===== config.mk =====
export PLATFORM = sky130hd
export DESIGN_NAME = ppcr_div
export DESIGN_NICKNAME = d
export VERILOG_FILES = /design/src/particle_pair_collision_response_defines.svh /design/src/ppcr_div.sv
export SDC_FILE = /design/constraint.sdc
export NUM_CORES = 2
export LEC_CHECK = 0
export BUFFER_PORTS_ARGS = -buffer_cell sky130_fd_sc_hd__buf_2
export CORE_AREA = 2 2 401 403
export CTS_BUF_LIST = sky130_fd_sc_hd__clkbuf_8
export DETAILED_ROUTE_END_ITERATION = 8
export DIE_AREA = 0 0 403 405
export GPL_TIMING_DRIVEN = 1
export MAX_ROUTING_LAYER = met4
export PLACE_DENSITY = 0.77
export SETUP_SLACK_MARGIN = 0.3
export SYNTH_ARGS = -nofsm -noshare
export SYNTH_HDL_FRONTEND = slang
export SYNTH_SLANG_ARGS = --single-unit
export TNS_END_PERCENT = 10

===== constraint.sdc =====
create_clock -name clk -period 4.35 [get_ports clk]
set_input_delay 0.2175 -clock clk [delete_from_list [all_inputs] [get_ports clk]]
set_output_delay 0.2175 -clock clk [all_outputs]
set_load 0.005 [all_outputs]

===== src/particle_pair_collision_response_defines.svh =====
// Assertion macros for the particle pair collision response block
`ifndef PARTICLE_PAIR_COLLISION_RESPONSE_DEFINES_SVH
`define PARTICLE_PAIR_COLLISION_RESPONSE_DEFINES_SVH

// Check that a condition implies another in the same cycle
`define PPCR_ASSERT_IMP(lbl, ante, cons, msg) \
  lbl: assert property (@(posedge clk) disable iff (!rst_n) (ante) |-> (cons)) \
    else $error(msg);

// Check that a condition implies another in the next cycle
`define PPCR_ASSERT_NXT(lbl, ante, cons, msg) \
  lbl: assert property (@(posedge clk) disable iff (!rst_n) (ante) |=> (cons)) \
    else $error(msg);

`endif


===== src/ppcr_div.sv =====
// Pipelined restoring divider, one quotient bit per stage, with side data
module ppcr_div #(
  parameter int NW = 51,
  parameter int DW = 26,
  parameter int QW = 25,
  parameter int SW = 1
) (
  input  logic          clk,
  input  logic          rst_n,
  input  logic          in_v,
  input  logic [NW-1:0] in_num,
  input  logic [DW-1:0] in_den,
  input  logic [SW-1:0] in_side,
  output logic          out_v,
  output logic [QW-1:0] out_quo,
  output logic [SW-1:0] out_side
);

  localparam int EW = DW + QW;

  logic [QW:0]   vld_r;
  logic [NW-1:0] rem_r   [0:QW-1];
  logic [NW-1:0] rem_nxt [0:QW-1];
  logic [DW-1:0] den_r   [0:QW-1];
  logic [QW-1:0] quo_r   [0:QW];
  logic [QW-1:0] quo_nxt [0:QW-1];
  logic [SW-1:0] side_r  [0:QW];

  // Try the shifted divisor against each stage's remainder
  always_comb begin
    for (int j = 0; j < QW; j++) begin
      rem_nxt[j] = rem_r[j];
      quo_nxt[j] = quo_r[j];
      if (EW'(rem_r[j]) >= (EW'(den_r[j]) << (QW - 1 - j))) begin
        rem_nxt[j] = NW'(EW'(rem_r[j]) - (EW'(den_r[j]) << (QW - 1 - j)));
        quo_nxt[j][QW - 1 - j] = 1'b1;
      end
    end
  end

  // Advance the valid bits
  always_ff @(posedge clk) begin
    if (!rst_n) begin
      vld_r <= '0;
    end else begin
      vld_r <= {vld_r[QW-1:0], in_v};
    end
  end

  // Advance the stage payload
  always_ff @(posedge clk) begin
    rem_r[0]  <= in_num;
    den_r[0]  <= in_den;
    quo_r[0]  <= '0;
    side_r[0] <= in_side;
    for (int j = 0; j < QW - 1; j++) begin
      rem_r[j+1] <= rem_nxt[j];
      den_r[j+1] <= den_r[j];
    end
    for (int j = 0; j < QW; j++) begin
      quo_r[j+1]  <= quo_nxt[j];
      side_r[j+1] <= side_r[j];
    end
  end

  assign out_v    = vld_r[QW];
  assign out_quo  = quo_r[QW];
  assign out_side = side_r[QW];

endmodule


* Yosys cells after proc, flatten, opt, wreduce, memory -nomap -nowiden *
Memory sizes are Yosys's and may differ from the RTL's.
Index checks and enable logic that the tools add are counted.

word-level totals
  memories = 4
  bits in writable memories = 2,601
  word-level logic and storage cells = 103
  output and inout bits = 27
  bits in registers = 26

memories
  memory  depth  bits a word  read ports  clocked after memory_dff  write ports  RTL line        source
  rem_r   25     51           25          0                         25           ppcr_div.sv:22  logic [NW-1:0] rem_r [0:QW-1];
  den_r   25     26           25          0                         25           ppcr_div.sv:24  logic [DW-1:0] den_r [0:QW-1];
  quo_r   26     25           26          0                         26           ppcr_div.sv:25  logic [QW-1:0] quo_r [0:QW];
  side_r  26     1            26          0                         26           ppcr_div.sv:27  logic [SW-1:0] side_r [0:QW];

cells by class
  mux-type cells = 49
  order comparisons = 25
  add/sub/neg operators = 24

operators with widths
  cell                            count
  2-to-1 mux 51 bit               24
  >= comparator 51 x 26 -> 1 bit  1
  >= comparator 51 x 27 -> 1 bit  1
  >= comparator 51 x 28 -> 1 bit  1
  >= comparator 51 x 29 -> 1 bit  1
  >= comparator 51 x 30 -> 1 bit  1
  >= comparator 51 x 31 -> 1 bit  1
  >= comparator 51 x 32 -> 1 bit  1
  >= comparator 51 x 33 -> 1 bit  1
  >= comparator 51 x 34 -> 1 bit  1
  >= comparator 51 x 35 -> 1 bit  1
  >= comparator 51 x 36 -> 1 bit  1
  >= comparator 51 x 37 -> 1 bit  1
  >= comparator 51 x 38 -> 1 bit  1
  >= comparator 51 x 39 -> 1 bit  1
  >= comparator 51 x 40 -> 1 bit  1
  >= comparator 51 x 41 -> 1 bit  1
  >= comparator 51 x 42 -> 1 bit  1
  >= comparator 51 x 43 -> 1 bit  1
  >= comparator 51 x 44 -> 1 bit  1
  >= comparator 51 x 45 -> 1 bit  1
  >= comparator 51 x 46 -> 1 bit  1
  >= comparator 51 x 47 -> 1 bit  1
  >= comparator 51 x 48 -> 1 bit  1
  27 further kinds                51

* Logic depth before layout (Yosys ltp) *
  depth after elaboration = 2
  gate-level depth with buffers = 15
  gate-level depth less buffers = 14

* Least setup slack after synthesis *
Ideal clock, no wire load.

  path kind = reg-to-reg
  start point = mem rem_r[8][16] (netlist: rem_r[0][424])
  end point = mem rem_r[9][46] (netlist: rem_r[0][505])
  stages on the path, launching flop included = 15
  data arrival time = 3.194 ns
  data required time = 4.232 ns
  buffers on the path = 0
  slack = 1.037 ns
  cells stage by stage = dfxtp_1 -> inv_1 -> ha_1 -> inv_1 -> fa_1 -> a211o_1 -> o211ai_1 -> a211oi_1 -> a221oi_1 -> a31oi_1 -> a41o_1 -> o211a_1 -> o21ai_0 -> nand4_1 -> xnor2_1

RTL lines
  what                RTL line
  start: declaration  ppcr_div.sv:22

==> metrics <==
worst-margin pin slew=1.06 ns; drt total wl=253000 um; final-report setup violation count=0; Async SR Flop Fraction=0; Worst EP required=5.24 ns; fin. max-slew vios=0; worst vdd ir=0.525 mV; gpl congestion=1.01; Flop pwr share=0.376; Die ar.=163000 um2; clock share of power=0.228; RSZ-0062 raised after global routing=true; DR pass1 iterations=6; YS warnings=0; FF+latch count, synth=2302; detailed placement HPWL=190000 um; clk slew on worst S/H paths=0.07 ns; Area contributors post-synth=dfxtp_1 (48%), ha_1 (8.6%), xnor2_1 (4.2%); NumNets Final=11200; min cycle time layout=3.91 ns; antenna violations before repair=7; Lkg Pwr=47.8 nW; wire per inst=19.8 um; starting density of the core=0.597; Die Span X=403 um; post-synthesis average cell area=9.53 um2; clock insertion delay at the later pin of the skew report=1.06 ns; Net Sw Frac=0.381; Internal Dissipation=52.0 mW; worst hold stages=3; total power=84.0 mW; CTS buffer count=367; Psw=32.0 mW; DR iter-0 viols=5208; Comb power frac=0.396; maxcap violations=0; number of global-route vias before repair=72500; pwr dens=784 nW/um2; Worst Setup Start Kind=flop; final worst path period share=0.899; endpoint class of the critical path=flop; number of synthesized flops with an enable pin=0; Worst Reg2Reg Path Length in Cells=14; TritonCTS clock tree=built; clock root buffer=clkbuf_8; biggest area consumer among synthesized cells=dfxtp_1; Synth Net Count=10700; H-tree levels=5; number of vias per cell=5.73; via count=73400; row cnt=147; Crit Path Category=reg2reg; # DRC=0; Final Hold Viols=0; Die Ht=405 um; sequential area share after synthesis=0.485; CTS max path bufs=4; pin count of the biggest net entering global routing=53; Final Skew=0.0731 ns; CP max FO=4; Mapped Cells=9973; layout cell share with drive strength beyond 1=0.0876; mapped cell area=95000 um2; Filler cells=12400; Arr. time, crit path=4.80 ns; ys flop type=dfxtp_1; status=completed; top-area cell type share of the netlist area=0.485; Overflow after GRT=0; most frequent cells in the layout=dfxtp_1 (2302), inv_1 (913), a21oi_1 (773), nand2_1 (686), nor2_1 (677); I/O pin cnt=108; Core ar.=159000 um2; setup TNS=0 ns; relative slew slack=0.280; I/O Buffers=107; commonest non-fill, non-tap cell in the layout=dfxtp_1; total track usage=0.312; global-route wire length before repair=391000 um; Yosys cell types=100; Area growth syn-to-layout=12.8%; Peak Freq=256 MHz; Hold WC Path Type=in2reg; post-route ant nets=0; # clock sinks=2302
## Yosys cell counts, types with 74 or more instances
cell	instances
a211oi_1	78
a21o_1	334
a21oi_1	773
and2_1	74
clkbuf_1	181
dfxtp_1	2302
ha_1	650
inv_1	825
mux2_2	123
nand2_1	686
nand2b_1	115
nand3_1	178
nand4_1	135
nor2_1	677
nor2b_1	103
nor3_1	194
nor4_1	156
o21a_1	81
o21ai_0	562
xnor2_1	452
xor2_1	346
## metrics by stage
step                      setup WS [ns]  utilization  instances  hold WS (ns)  cell area [um2]
after global placement            0.512        0.615      12000         0.310            97900
after detailed placement          0.510        0.615      12000         0.312            97900
after CTS                         0.491        0.673      12800        0.0737           107000
final                             0.440        0.673      12800         0.147           107000
after floorplan                    1.04            -       9973         0.245            95000
after global routing              0.197        0.673      12800         0.158           107000
## worst max-delay path: stages, from the launching register on
cell       delay (ns)
dfxtp_1          0.32
inv_1            0.05
ha_1             0.20
inv_1            0.07
fa_1             0.22
a211oi_1         0.11
o211ai_1         0.39
a41oi_2          0.28
a2111oi_0        0.71
o21ai_0          0.24
and3_1           0.24
a211oi_1         0.34
and4_1           0.30
o311ai_0         0.18
xnor2_1          0.17
## registers in the layout (all words and copies together), names as in the netlist
signal and count:
den_r 650, quo_r 325, vld_r 26, side_r 26, rem_r 1275
## routing by layer
layer,track usage,vias to the layer above,wire length (um)
met2,0.537,2520,125000
met4,0.191,0,16800
met1,0.341,34300,98900
met3,0.0447,902,12700
met5,-,-,0
li1,-,35600,-
## power by group through the flow
| stage | combinational [mW] | clock [mW] | sequential [mW] |
|---|---|---|---|
| 6_report | 33.3 | 19.2 | 31.6 |
| 2_1_floorplan | 25.6 | 0 | 29.5 |
| 5_1_grt | 36.9 | 20.4 | 32.0 |
| 4_1_cts | 32.7 | 19.5 | 31.5 |
| 3_3_place_gp | 31.8 | 0 | 31.9 |
| 3_5_place_dp | 32.4 | 0 | 31.9 |
## area by class of cell
type	count	area, um2	share of cell area
tap	2086	2610	0.0243
antenna	17	42.5	0.000397
clock buffer	453	6230	0.0582
timing repair buffer	315	2580	0.0241
multi-input combinational	6621	45100	0.421
clock inverter	183	1430	0.0133
sequential	2302	46100	0.430
inverter	828	3110	0.0290
## logic make-up after synthesis
family | after synthesis | synth area share
AOI/OAI and AO/OA | 2332 | 0.153
xor gates and xnor gates | 798 | 0.0736
adders and majority gates | 674 | 0.0906
buffers and inverters | 1050 | 0.0419
DFF | 2302 | 0.485
muxes | 128 | 0.0151
and+or+nand+nor | 2689 | 0.141
## path summary, 6_finish.rpt
kind	start	slack, ns	to
max	rem_r[1][58]	0.44	rem_r[1][148]
min	rst_n	0.15	vld_r[1]
max reg2reg	rem_r[1][58]	0.44	rem_r[1][148]
min reg2reg	side_r[10][0]	0.30	side_r[10][1]
## what timing repair did
item / 4_1_cts / 5_1_grt
setup buffers: 0 / 2
endpoints found under the setup margin: 0 / 35
gates resized for setup: 0 / 1
endpoints found under the hold margin: 104 / 0
hold buffers: 160 / 0
No activity file was read; power rests on OpenSTA's default activity.
